===== config.mk =====
export PLATFORM = sky130hd
export DESIGN_NAME = keyed_event_table_upsert
export DESIGN_NICKNAME = d
export VERILOG_FILES = /design/src/rtl/ketu_pkg.sv /design/src/rtl/ketu_dpath.sv /design/src/rtl/ketu_ctrl.sv /design/src/rtl/keyed_event_table_upsert.sv
export SDC_FILE = /design/constraint.sdc
export NUM_CORES = 2
export LEC_CHECK = 0
export ABC_CLOCK_PERIOD_IN_PS = 10000
export BUFFER_PORTS_ARGS = -buffer_cell sky130_fd_sc_hd__buf_2
export CORE_ASPECT_RATIO = 0.7
export CORE_MARGIN = 4
export CORE_UTILIZATION = 50
export DETAILED_ROUTE_END_ITERATION = 16
export PLACE_DENSITY = 0.68
export SLEW_MARGIN = 0
export SYNTH_ARGS = -nofsm -noshare
export SYNTH_HDL_FRONTEND = slang
export SYNTH_MEMORY_MAX_BITS = 65536
export SYNTH_SLANG_ARGS = --single-unit

===== constraint.sdc =====
create_clock -name clk -period 10 [get_ports clk]
set_input_delay 1 -clock clk [delete_from_list [all_inputs] [get_ports clk]]
set_output_delay 1 -clock clk [all_outputs]
set_load 0.01 [all_outputs]

===== src/rtl/ketu_pkg.sv =====
// shared types and constants for the keyed event table upsert block
// table depth, derived widths, request/result codes, control and status structs
// no dependencies
package ketu_pkg;

  localparam int TABLE_DEPTH = 32;
  localparam int IDX_W = (TABLE_DEPTH > 1) ? $clog2(TABLE_DEPTH) : 1;
  localparam int CNT_W = $clog2(TABLE_DEPTH + 1);

  localparam int KEY_W   = 32;
  localparam int TIME_W  = 64;
  localparam int LEN_W   = 32;
  localparam int SLOT_W  = 5;
  localparam int COUNT_W = 6;
  localparam int CODE_W  = 3;

  localparam int IN_DATA_W  = 136;
  localparam int OUT_DATA_W = 48;

  typedef struct packed {
    logic              whole_day;
    logic [LEN_W-1:0]  length_seconds;
    logic [TIME_W-1:0] start_time;
    logic [KEY_W-1:0]  event_key;
  } entry_t;

  typedef enum logic [CODE_W-1:0] {
    OUT_UPDATED  = 3'd0,
    OUT_INSERTED = 3'd1,
    OUT_EVICTED  = 3'd2,
    OUT_DELETED  = 3'd3,
    OUT_ABSENT   = 3'd4
  } outcome_t;

  typedef enum logic [1:0] {
    RS_ZERO,
    RS_TAG_NEXT,
    RS_BEST_NEXT
  } rd_src_t;

  typedef enum logic [2:0] {
    ST_IDLE,
    ST_SEARCH,
    ST_MIN,
    ST_SHIFT,
    ST_WRITE,
    ST_FINISH
  } state_t;

  typedef struct packed {
    logic     latch_req;
    logic     rd_start;
    rd_src_t  rd_src;
    logic     rd_step;
    logic     set_hit;
    logic     min_upd;
    logic     mark_evict;
    logic     shift_wr;
    logic     req_wr;
    logic     cnt_inc;
    logic     cnt_dec;
    logic     out_load;
    outcome_t outcome;
  } ctrl_cmd_t;

  typedef struct packed {
    logic hit;
    logic scan_end;
    logic is_del;
    logic found;
    logic full;
    logic evicted;
    logic out_busy;
  } dp_status_t;

endpackage


===== src/rtl/ketu_dpath.sv =====
// datapath: record memory, scan pointer, request, search/min/shift registers, result register
// depends on ketu_pkg
module ketu_dpath (
  input  logic                        clk,
  input  logic                        rst_n,
  input  ketu_pkg::ctrl_cmd_t         cmd,
  output ketu_pkg::dp_status_t        status,
  input  logic                        in_is_delete,
  input  ketu_pkg::entry_t            in_entry,
  input  logic                        out_tready,
  output logic                        out_tvalid,
  output logic [ketu_pkg::CODE_W-1:0]  out_outcome,
  output logic [ketu_pkg::SLOT_W-1:0]  out_slot,
  output logic [ketu_pkg::KEY_W-1:0]   out_evicted,
  output logic [ketu_pkg::COUNT_W-1:0] out_count
);
  import ketu_pkg::*;

  entry_t mem [TABLE_DEPTH];

  entry_t             req_r;
  logic               del_r;
  logic [CNT_W-1:0]   count_r;
  logic [CNT_W-1:0]   ptr_r;
  logic [IDX_W-1:0]   tag_r;
  logic               pend_r;
  entry_t             rd_data_r;
  logic               found_r;
  logic               evict_r;
  logic [IDX_W-1:0]   slot_r;
  logic [IDX_W-1:0]   best_r;
  logic [TIME_W-1:0]  best_time_r;
  logic [KEY_W-1:0]   best_key_r;
  logic               out_valid_r;
  logic [CODE_W-1:0]  out_outcome_r;
  logic [SLOT_W-1:0]  out_slot_r;
  logic [KEY_W-1:0]   out_evicted_r;
  logic [COUNT_W-1:0] out_count_r;

  logic               rd_issue;
  logic [CNT_W-1:0]   start_ptr;
  logic               wr_en;
  logic [IDX_W-1:0]   wr_addr;
  entry_t             wr_data;
  logic               time_less;
  logic               out_valid_nxt;

  assign rd_issue  = cmd.rd_step && (ptr_r != count_r);
  assign time_less = $signed(rd_data_r.start_time) < $signed(best_time_r);

  always_comb begin
    case (cmd.rd_src)
      RS_ZERO:      start_ptr = '0;
      RS_TAG_NEXT:  start_ptr = CNT_W'(tag_r) + CNT_W'(1);
      RS_BEST_NEXT: start_ptr = CNT_W'(best_r) + CNT_W'(1);
      default:      start_ptr = '0;
    endcase
  end

  always_comb begin
    wr_en   = 1'b0;
    wr_addr = '0;
    wr_data = req_r;
    if (cmd.shift_wr && pend_r) begin
      wr_en   = 1'b1;
      wr_addr = tag_r - IDX_W'(1);
      wr_data = rd_data_r;
    end else if (cmd.req_wr) begin
      wr_en   = 1'b1;
      wr_addr = found_r ? slot_r : count_r[IDX_W-1:0];
      wr_data = req_r;
    end
  end

  // record memory, one write and one registered read per cycle
  always_ff @(posedge clk) begin
    if (wr_en) begin
      mem[wr_addr] <= wr_data;
    end
    if (rd_issue) begin
      rd_data_r <= mem[ptr_r[IDX_W-1:0]];
    end
  end

  always_ff @(posedge clk) begin
    if (cmd.latch_req) begin
      req_r <= in_entry;
      del_r <= in_is_delete;
    end
    if (rd_issue) begin
      tag_r <= ptr_r[IDX_W-1:0];
    end
    if (cmd.min_upd && pend_r && (tag_r == '0 || time_less)) begin
      best_r      <= tag_r;
      best_time_r <= rd_data_r.start_time;
      best_key_r  <= rd_data_r.event_key;
    end
    if (cmd.latch_req) begin
      slot_r <= '0;
    end else if (cmd.set_hit) begin
      slot_r <= tag_r;
    end else if (cmd.req_wr) begin
      slot_r <= wr_addr;
    end
    if (cmd.out_load) begin
      out_outcome_r <= cmd.outcome;
      out_slot_r    <= SLOT_W'(slot_r);
      out_evicted_r <= evict_r ? best_key_r : '0;
      out_count_r   <= COUNT_W'(count_r);
    end
  end

  always_comb begin
    out_valid_nxt = out_valid_r;
    if (cmd.out_load) begin
      out_valid_nxt = 1'b1;
    end else if (out_tready) begin
      out_valid_nxt = 1'b0;
    end
  end

  always_ff @(posedge clk) begin
    if (!rst_n) begin
      count_r     <= '0;
      ptr_r       <= '0;
      pend_r      <= 1'b0;
      found_r     <= 1'b0;
      evict_r     <= 1'b0;
      out_valid_r <= 1'b0;
    end else begin
      out_valid_r <= out_valid_nxt;
      if (cmd.rd_start) begin
        ptr_r  <= start_ptr;
        pend_r <= 1'b0;
      end else begin
        pend_r <= rd_issue;
        if (rd_issue) begin
          ptr_r <= ptr_r + CNT_W'(1);
        end
      end
      if (cmd.latch_req) begin
        found_r <= 1'b0;
        evict_r <= 1'b0;
      end else begin
        if (cmd.set_hit) begin
          found_r <= 1'b1;
        end
        if (cmd.mark_evict) begin
          evict_r <= 1'b1;
        end
      end
      if (cmd.cnt_inc) begin
        count_r <= count_r + CNT_W'(1);
      end else if (cmd.cnt_dec) begin
        count_r <= count_r - CNT_W'(1);
      end
    end
  end

  assign status.hit      = pend_r && (rd_data_r.event_key == req_r.event_key);
  assign status.scan_end = !pend_r && (ptr_r == count_r);
  assign status.is_del   = del_r;
  assign status.found    = found_r;
  assign status.full     = (count_r == CNT_W'(TABLE_DEPTH));
  assign status.evicted  = evict_r;
  assign status.out_busy = out_valid_r && !out_tready;

  assign out_tvalid  = out_valid_r;
  assign out_outcome = out_outcome_r;
  assign out_slot    = out_slot_r;
  assign out_evicted = out_evicted_r;
  assign out_count   = out_count_r;

endmodule


===== src/rtl/ketu_ctrl.sv =====
// controller: sequences search, oldest-record scan, shift-down and write for one request
// depends on ketu_pkg
module ketu_ctrl (
  input  logic                 clk,
  input  logic                 rst_n,
  input  logic                 in_tvalid,
  output logic                 in_tready,
  input  ketu_pkg::dp_status_t status,
  output ketu_pkg::ctrl_cmd_t  cmd
);
  import ketu_pkg::*;

  state_t state_r;
  state_t state_nxt;

  always_ff @(posedge clk) begin
    if (!rst_n) begin
      state_r <= ST_IDLE;
    end else begin
      state_r <= state_nxt;
    end
  end

  always_comb begin
    state_nxt = state_r;
    case (state_r)
      ST_IDLE: begin
        if (in_tvalid) begin
          state_nxt = ST_SEARCH;
        end
      end
      ST_SEARCH: begin
        if (status.hit) begin
          state_nxt = status.is_del ? ST_SHIFT : ST_WRITE;
        end else if (status.scan_end) begin
          if (status.is_del) begin
            state_nxt = ST_FINISH;
          end else if (status.full) begin
            state_nxt = ST_MIN;
          end else begin
            state_nxt = ST_WRITE;
          end
        end
      end
      ST_MIN: begin
        if (status.scan_end) begin
          state_nxt = ST_SHIFT;
        end
      end
      ST_SHIFT: begin
        if (status.scan_end) begin
          state_nxt = status.is_del ? ST_FINISH : ST_WRITE;
        end
      end
      ST_WRITE: state_nxt = ST_FINISH;
      ST_FINISH: begin
        if (!status.out_busy) begin
          state_nxt = ST_IDLE;
        end
      end
      default: state_nxt = ST_IDLE;
    endcase
  end

  always_comb begin
    cmd         = '0;
    cmd.rd_src  = RS_ZERO;
    cmd.outcome = OUT_UPDATED;
    in_tready   = 1'b0;
    case (state_r)
      ST_IDLE: begin
        in_tready     = 1'b1;
        cmd.latch_req = in_tvalid;
        cmd.rd_start  = in_tvalid;
      end
      ST_SEARCH: begin
        cmd.rd_step = 1'b1;
        if (status.hit) begin
          cmd.set_hit  = 1'b1;
          cmd.rd_start = status.is_del;
          cmd.rd_src   = RS_TAG_NEXT;
        end else if (status.scan_end && !status.is_del && status.full) begin
          cmd.rd_start = 1'b1;
        end
      end
      ST_MIN: begin
        cmd.rd_step = 1'b1;
        cmd.min_upd = 1'b1;
        if (status.scan_end) begin
          cmd.mark_evict = 1'b1;
          cmd.rd_start   = 1'b1;
          cmd.rd_src     = RS_BEST_NEXT;
        end
      end
      ST_SHIFT: begin
        cmd.rd_step  = 1'b1;
        cmd.shift_wr = 1'b1;
        cmd.cnt_dec  = status.scan_end;
      end
      ST_WRITE: begin
        cmd.req_wr  = 1'b1;
        cmd.cnt_inc = !status.found;
      end
      ST_FINISH: begin
        cmd.out_load = !status.out_busy;
        if (status.is_del) begin
          cmd.outcome = status.found ? OUT_DELETED : OUT_ABSENT;
        end else if (status.found) begin
          cmd.outcome = OUT_UPDATED;
        end else begin
          cmd.outcome = status.evicted ? OUT_EVICTED : OUT_INSERTED;
        end
      end
      default: begin
        cmd = '0;
      end
    endcase
  end

endmodule


===== src/rtl/keyed_event_table_upsert.sv =====
// top level of the keyed event table with upsert and oldest-first eviction
// depends on ketu_pkg, ketu_ctrl, ketu_dpath
//
// channel  | direction | tdata                                   | tuser
// in_      | request   | key, start time, length, all-day flag   | is_delete
// out_     | result    | slot, evicted key, entry count          | outcome
//
// one request at a time over a record memory with one write port and a registered read port
// a request runs a key search and a write for update or plain insert, a search and, on a hit, a shift-down
// for delete, and a search, an oldest-record scan, a shift-down and a write for insert with eviction
// rst_n is synchronous; it empties the table and drops any pending result
// a new request is taken while the previous result still waits in the output register
module keyed_event_table_upsert (
  input  logic                                clk,
  input  logic                                rst_n,
  input  logic                                in_tvalid,
  output logic                                in_tready,
  // [31:0] event_key, [95:32] start_time, [127:96] length_seconds, [128] whole_day
  input  logic [ketu_pkg::IN_DATA_W-1:0]      in_tdata,
  // [0] is_delete
  input  logic                                in_tuser,
  output logic                                out_tvalid,
  input  logic                                out_tready,
  // [4:0] slot_index, [36:5] evicted_key, [42:37] entry_count
  output logic [ketu_pkg::OUT_DATA_W-1:0]     out_tdata,
  // [2:0] outcome
  output logic [ketu_pkg::CODE_W-1:0]         out_tuser
);
  import ketu_pkg::*;

  ctrl_cmd_t          cmd;
  dp_status_t         status;
  entry_t             in_entry;
  logic [SLOT_W-1:0]  res_slot;
  logic [KEY_W-1:0]   res_evicted;
  logic [COUNT_W-1:0] res_count;

  assign in_entry.event_key      = in_tdata[KEY_W-1:0];
  assign in_entry.start_time     = in_tdata[KEY_W+TIME_W-1:KEY_W];
  assign in_entry.length_seconds = in_tdata[KEY_W+TIME_W+LEN_W-1:KEY_W+TIME_W];
  assign in_entry.whole_day      = in_tdata[KEY_W+TIME_W+LEN_W];

  ketu_ctrl u_ctrl (
    .clk       (clk),
    .rst_n     (rst_n),
    .in_tvalid (in_tvalid),
    .in_tready (in_tready),
    .status    (status),
    .cmd       (cmd)
  );

  ketu_dpath u_dpath (
    .clk          (clk),
    .rst_n        (rst_n),
    .cmd          (cmd),
    .status       (status),
    .in_is_delete (in_tuser),
    .in_entry     (in_entry),
    .out_tready   (out_tready),
    .out_tvalid   (out_tvalid),
    .out_outcome  (out_tuser),
    .out_slot     (res_slot),
    .out_evicted  (res_evicted),
    .out_count    (res_count)
  );

  assign out_tdata = {{(OUT_DATA_W - SLOT_W - KEY_W - COUNT_W){1'b0}},
                      res_count, res_evicted, res_slot};

endmodule


# Word level (Yosys, flattened, before mapping)
# Memory sizes are Yosys's and may differ from the RTL's. A register that Yosys moved wholly into a read port is not among the register bits.
# Index checks and enable logic that the tools add are counted.
[classes]
n_addsub = 6
order_cmp = 1
eq_ne = 16
n_mux = 49
n_bitwise = 1
reduce_logical = 25
[ops]
columns = ["op", "n"]
rows = [
  ["129-bit 2-to-1 mux", 1],
  ["64-bit < comparator", 1],
  ["3-bit 2-to-1 mux", 13],
  ["32-bit == test", 1],
  ["5-bit 2-to-1 mux", 5],
  ["6-bit 2-to-1 mux", 4],
  ["1-bit 2-to-1 mux", 18],
  ["3-bit one-hot mux with 6 select lines", 1],
  ["5-bit by 1-bit adder with 6-bit output (second input constant)", 2],
  ["6-bit by 1-bit adder with 6-bit output (second input constant)", 2],
  ["6-bit one-hot mux with 2 select lines", 1],
  ["1-bit logical AND", 9],
  ["2-bit nonzero test", 4],
  ["3-bit by 2-bit == test with 1-bit output (second input constant)", 2],
  ["3-bit == test (second input constant)", 2],
  ["6-bit == test", 1],
  ["6-bit == test (second input constant)", 1],
  ["2-bit 2-to-1 mux", 3],
  ["6-bit inequality test", 1],
  ["6-bit by 1-bit subtractor with 6-bit output (second input constant)", 1],
  ["1-bit zero test", 5],
  ["5-bit zero test", 1],
  ["5-bit AND reduction", 1],
  ["5-bit by 1-bit subtractor with 5-bit output (second input constant)", 1],
  ["14 further kinds", 17],
]
[word_totals]
ff_bits = 306
ramBits = 4128
word_cells = 120
n_memories = 1
[memory_table]
columns = ["name", "words", "width", "read_ports", "rd_ports_with_merged_regs", "wr", "line", "source"]
rows = [
  ["u_dpath.mem", 32, 129, 1, 1, 1, "ketu_dpath.sv:19", "entry_t mem [TABLE_DEPTH];"],
]

# Depth between registers and ports, before layout
[depth]
depth_word = 8
mapped_depth = 14

# Hierarchy
# Synthesis repeated with hierarchy kept, for this count alone.
[hier_totals]
hier_cells = 5411
hier_area_um2 = 131753.9
[modules_own_cells]
columns = ["mod", "n_inst", "cells_each", "area_per_inst_um2", "seq_area_each_um2"]
rows = [
  ["ketu_dpath", 1, 5351, 131334.7, 103028.8],
  ["ketu_ctrl", 1, 54, 377.9, 60.1],
  ["keyed_event_table_upsert", 1, 6, 41.3, 0.0],
]

# Least setup slack after synthesis
# Ideal clock, no wire load.
[synth_timing]
kind = "reg2reg"
start = "reg u_dpath.rd_data_r[95] (netlist name)"
end = "reg u_dpath.best_key_r[0], enable pin"
setup_ns = 0.685
arrival_ns = 8.610
slack_ns = 0.705
stages_incl_launch_ff = 8
path_cell_list = "edfxtp_1 ha_1 and4_1 and3_1 nand2_1 o311ai_0 mux2_2 nor3_1"
[synth_via]
elab_chain_cells = 3
[synth_lines]
columns = ["item", "line", "source"]
rows = [
  ["64-bit < comparator", "ketu_dpath.sv:49", "assign time_less = $signed(rd_data_r.start_time) < $signed(best_time_r);"],
  ["1-bit logical OR", "ketu_dpath.sv:93", "if (cmd.min_upd && pend_r && (tag_r == '0 || time_less)) begin"],
  ["1-bit logical AND", "ketu_dpath.sv:93", ""],
  ["end signal, assigned", "ketu_dpath.sv:96", "best_key_r <= rd_data_r.event_key;"],
  ["end, declared", "ketu_dpath.sv:33", "logic [KEY_W-1:0] best_key_r;"],
]
# Every way passes these cells.
# A chain may end at the register's enable or synchronous reset.

# Worst setup path after layout
[layout_timing]
start = "reg u_ctrl.state_r[0]"
end = "mem u_dpath.mem[11][23] in the netlist's numbering, enable pin"
[layout_via]
elab_chain_cells = 6
word_cells_on_any_way = 11
cone_classes = "eq/ne (2); mux (8); reduce/logical (1)"
[layout_lines]
columns = ["item", "line", "source"]
rows = [
  ["start, declared", "ketu_ctrl.sv:13", "state_t state_r;"],
  ["start signal, assigned", "ketu_ctrl.sv:20", "state_r <= state_nxt;"],
  ["3-bit == test / 3-bit by 2-bit == test with 1-bit output (equally long branches)", "ketu_ctrl.sv:70", "case (state_r)"],
  ["2-bit 2-to-1 mux / 1-bit 2-to-1 mux (equally long branches)", "ketu_ctrl.sv:70", ""],
  ["1-bit 2-to-1 mux / 1-bit logical AND (equally long branches)", "ketu_dpath.sv:68, ketu_dpath.sv:64", ""],
  ["1-bit 2-to-1 mux", "ketu_dpath.sv:64", "if (cmd.shift_wr && pend_r) begin"],
  ["1-bit 2-to-1 mux", "ketu_dpath.sv:77", "if (wr_en) begin"],
  ["1-bit 2-to-1 mux (not written as such)", "ketu_dpath.sv:78", "mem[wr_addr] <= wr_data;"],
  ["end, declared", "ketu_dpath.sv:19", ""],
]
# Parallel ways exist; a longest one is shown, timed or not.

==> results_tabular.tex <==
\begin{tabular}{lr}
\hline
Metric & Value \\
\hline
\multicolumn{2}{l}{\textbf{GRT}} \\
Wire length of the first global-routing pass & approximately 450,000 um \\
Remaining global-route overflow & 0 \\
Antenna violations before repair & 2 \\
Global-route usage over all layers & a little under a quarter \\
Largest net degree at the start of global routing & roughly 160 \\
Via count of the first global-routing pass & 59,900 \\
\multicolumn{2}{l}{\textbf{Timing}} \\
Unrepaired setup endpoints after global routing & no \\
Slew at the pin closest to its max-slew limit & about 1200 ps \\
Relative max-transition margin & approximately a fifth \\
Achievable frequency & 0.168 GHz \\
Crit path time final & roughly 5900 ps \\
Final slew viol count & 0 \\
Final-layout setup total negative slack & 0 ps \\
Hold violation total from the final report & 0 \\
Final Skew & 54.7 ps \\
Final setup vio count & 0 \\
Period Utilization, post-route & between 50\% and 60\% \\
\multicolumn{2}{l}{\textbf{Final layout}} \\
Most common cell after layout, fill and taps aside & sky130\_fd\_sc\_hd\_\_edfxtp\_1 \\
Proportion of layout cells with a drive suffix above 1 & a little under a third \\
Final Util & 56.3\% \\
Top library cells by usage in the layout, fill and taps aside & 3,417 x sky130\_fd\_sc\_hd\_\_edfxtp\_1, 960 x sky130\_fd\_sc\_hd\_\_mux4\_2, 332 x sky130\_fd\_sc\_hd\_\_clkbuf\_16 \\
Fill count & 18,800 \\
Area overhead of the layout relative to synthesis & 12.0\% \\
Area of combinational cells with multiple inputs & 0.0276 mm\^{}2 \\
Sequential cell area & 0.103 mm\^{}2 \\
Diode insertion count for antenna repair & 0 \\
Final Cell Area & between 0.1 and 0.15 mm\^{}2 \\
Nets & $\sim$6,000 \\
\multicolumn{2}{l}{\textbf{Clock network}} \\
Max Buffers Root-to-Sink & 4 \\
Clock tree from TritonCTS & done \\
Root buffer cell & sky130\_fd\_sc\_hd\_\_clkbuf\_16 \\
Number of buffers created by CTS & approximately 320 \\
Setup fix buffers added after clock tree synthesis & 0 \\
CTS sink cnt & around 3,400 \\
Worst skew pair latency & 880 ps \\
Count of H-tree levels built during CTS & 5 \\
CTS clock-pin slew for the worst setup and hold paths & 60 ps \\
Number of gates resized after cts & 0 \\
Number of buffers inserted for hold repair after clock tree synthesis & 0 \\
\multicolumn{2}{l}{\textbf{Logic synthesis}} \\
Number of warnings reported in the yosys synthesis log & 0 \\
Portion of the post-synthesis area used by sequential elements & about four fifths \\
Most frequently used flop master after synthesis & sky130\_fd\_sc\_hd\_\_edfxtp\_1 \\
Syn\_area\_per\_cell & roughly 24 um\^{}2 \\
Count of state elements after synthesis & 3,441 \\
Async set-reset flop share out of synthesis & 0\% \\
Number of flops mapped to enable cells by yosys & between 3,000 and 4,000 \\
Syn Std Cell Area & around 0.13 mm\^{}2 \\
Cells after synthesis & 5,417 \\
Number of unique standard cell types used by synthesis & between 50 and 60 \\
\multicolumn{2}{l}{\textbf{Detailed routing}} \\
Routed Wire Length & $\sim$310,000 um \\
DRC violation count after routing & 0 \\
Detailed-router iteration count before antenna repair & 5 \\
Remaining antenna violation count & 0 \\
Metal-1 WL & 131,000 um \\
1st-iter DRT viols & approximately 8,900 \\
Wirelength per Cell & approximately 33 um \\
Highest Signal Layer & met4 \\
Met3 routed wirelength & 28,700 um \\
Met2 Routed Length & 147,000 um \\
Total vias in the final route & 60,400 \\
Routed vias/inst & around 6.4 \\
\multicolumn{2}{l}{\textbf{Floorplan}} \\
Starting Density & 50.3\% \\
I/O pin cnt & between 150 and 200 \\
Die width & about 620 um \\
Y dimension of the die & approximately 440 um \\
Core ar. & around 0.26 mm\^{}2 \\
Cell Rows & roughly 160 \\
Area of the die & about 0.27 mm\^{}2 \\
\multicolumn{2}{l}{\textbf{Setup path}} \\
CP Capture Type & flip-flop \\
Startpoint class of the critical path & flip-flop \\
Critical Setup Path Class & flip-flop to flip-flop \\
Critical-path maximum fanout & a little under 50 \\
WP data required & between 10,000 and 15,000 ps \\
CP Data Arrival Time & between 6000 and 7000 ps \\
Register-to-register setup slack & $\sim$4100 ps \\
\multicolumn{2}{l}{\textbf{Flow run}} \\
MaxCap Viol Count & 0 \\
\multicolumn{2}{l}{\textbf{Place}} \\
DP Wirelength & approximately 160,000 um \\
Count of port buffers added during placement & approximately 150 \\
Placer's final routability congestion estimate & $\sim$0.79 \\
Post-placement cell area & between 0.1 and 0.15 mm\^{}2 \\
\multicolumn{2}{l}{\textbf{Power}} \\
LEAKAGE & 44.7 nW \\
Peak VDD IR & roughly 0.00035 V \\
Total power per unit cell area & around 240 mW/mm\^{}2 \\
\multicolumn{2}{l}{\textbf{Run status}} \\
Result of the run & finished clean \\
\multicolumn{2}{l}{\textbf{Hold path}} \\
Path category of the worst min-delay check & input port to flip-flop \\
\hline
\end{tabular}
kinds of logic after synthesis:
group	Yosys count	share of synthesized area [%]
flops	3441	78.3
xor+xnor	55	0.366
mux	1169	18.2
compound gates	105	0.498
other cells	1	0.00285
buf+inv	336	0.983
fa+ha+maj	73	0.699
simple gates	237	0.950
sequential cells by signal, indices dropped and copies added, names as in the netlist:
register / count
u_dpath.slot_r: 5
u_dpath.out_outcome: 3
u_dpath.req_r: 96
u_dpath.out_evicted: 32
u_dpath.rd_data_r: 96
u_dpath.out_slot: 5
u_dpath.out_tvalid: 1
u_dpath.found_r: 1
u_dpath.evict_r: 1
u_dpath.count_r: 6
u_dpath.tag_r: 5
u_dpath.pend_r: 1
u_dpath.best_r: 5
u_dpath.best_key_r: 32
u_dpath.del_r: 1
u_dpath.mem: 3072
u_dpath.ptr_r: 6
u_ctrl.state_r: 3
u_dpath.best_time_r: 64
u_dpath.out_count: 6
synthesized netlist by cell type, types with 5 or more instances:
master / number / share of area (%)
sky130_fd_sc_hd__o21ai_0: 18 / 0.068
sky130_fd_sc_hd__or3_1: 6 / 0.029
sky130_fd_sc_hd__edfxtp_1: 3417 / 78
sky130_fd_sc_hd__xor2_1: 18 / 0.12
sky130_fd_sc_hd__mux4_2: 960 / 16
sky130_fd_sc_hd__nand2_1: 29 / 0.083
sky130_fd_sc_hd__a21o_1: 6 / 0.034
sky130_fd_sc_hd__xnor2_1: 37 / 0.25
sky130_fd_sc_hd__inv_1: 76 / 0.22
sky130_fd_sc_hd__mux2i_1: 12 / 0.091
sky130_fd_sc_hd__nand3_1: 22 / 0.084
sky130_fd_sc_hd__buf_1: 37 / 0.11
sky130_fd_sc_hd__o21a_1: 7 / 0.040
sky130_fd_sc_hd__nor3_1: 10 / 0.038
sky130_fd_sc_hd__buf_2: 11 / 0.042
sky130_fd_sc_hd__a21oi_1: 39 / 0.15
sky130_fd_sc_hd__buf_4: 5 / 0.029
sky130_fd_sc_hd__dfxtp_1: 24 / 0.36
sky130_fd_sc_hd__ha_1: 72 / 0.68
sky130_fd_sc_hd__nand4_1: 24 / 0.11
sky130_fd_sc_hd__nor2_1: 70 / 0.20
sky130_fd_sc_hd__nand2b_1: 6 / 0.029
sky130_fd_sc_hd__mux2_2: 197 / 1.7
sky130_fd_sc_hd__and2_1: 37 / 0.18
sky130_fd_sc_hd__clkbuf_1: 207 / 0.59
sky130_fd_sc_hd__and3_1: 8 / 0.038
routing by layer:
metal | global-route usage, % | vias to the layer above
met5 | 0 | -
li1 | - | 23900
met3 | 3.74 | 447
met1 | 35.5 | 32900
met2 | 34.8 | 3171
met4 | 5.56 | 0
stage by stage:
step | power (W) | std cells | setup slack (ps) | hold slack [ps]
6_report | 0.0347 | 9504 | 4060 | 293
4_1_cts | 0.0350 | 9504 | 4090 | 219
2_1_floorplan | 0.0214 | 5421 | 705 | 406
5_1_grt | 0.0360 | 9504 | 3930 | 244
3_5_place_dp | 0.0230 | 8933 | 4100 | 467
3_3_place_gp | 0.0230 | 8933 | 4170 | 454
worst paths after layout:
kind         cells past startpoint                   from                     end
max reg2reg                      7      u_ctrl.state_r[0]     u_dpath.mem[11][23]
min                              1           in_tdata[38]       u_dpath.req_r[38]
max                              7      u_ctrl.state_r[0]     u_dpath.mem[11][23]
min reg2reg                      0  u_dpath.rd_data_r[32]  u_dpath.best_time_r[0]
report_power, final:
part | internal, W | switching, W
Sequential | 0.0171 | 0.000425
Clock | 0.00683 | 0.00521
Combinational | 0.00233 | 0.00283
Total | 0.0263 | 0.00846
worst max-delay path: stages, from the launching register on:
cell,delay [ps]
sky130_fd_sc_hd__dfxtp_1,490
sky130_fd_sc_hd__inv_1,170
sky130_fd_sc_hd__nor2_1,310
sky130_fd_sc_hd__nand3_4,820
sky130_fd_sc_hd__o22ai_1,970
sky130_fd_sc_hd__nand2_1,700
sky130_fd_sc_hd__nor2_4,960
sky130_fd_sc_hd__buf_4,1030
area by class of cell:
type,instances,area share (%)
repair buffers,274,1.29
multi-input cells,1644,18.7
clock inverters,184,1.14
clock buffers,387,5.78
inverters,76,0.194
well taps,3498,2.97
flip-flops and latches,3441,69.9
(Power assumes the default switching activity.)
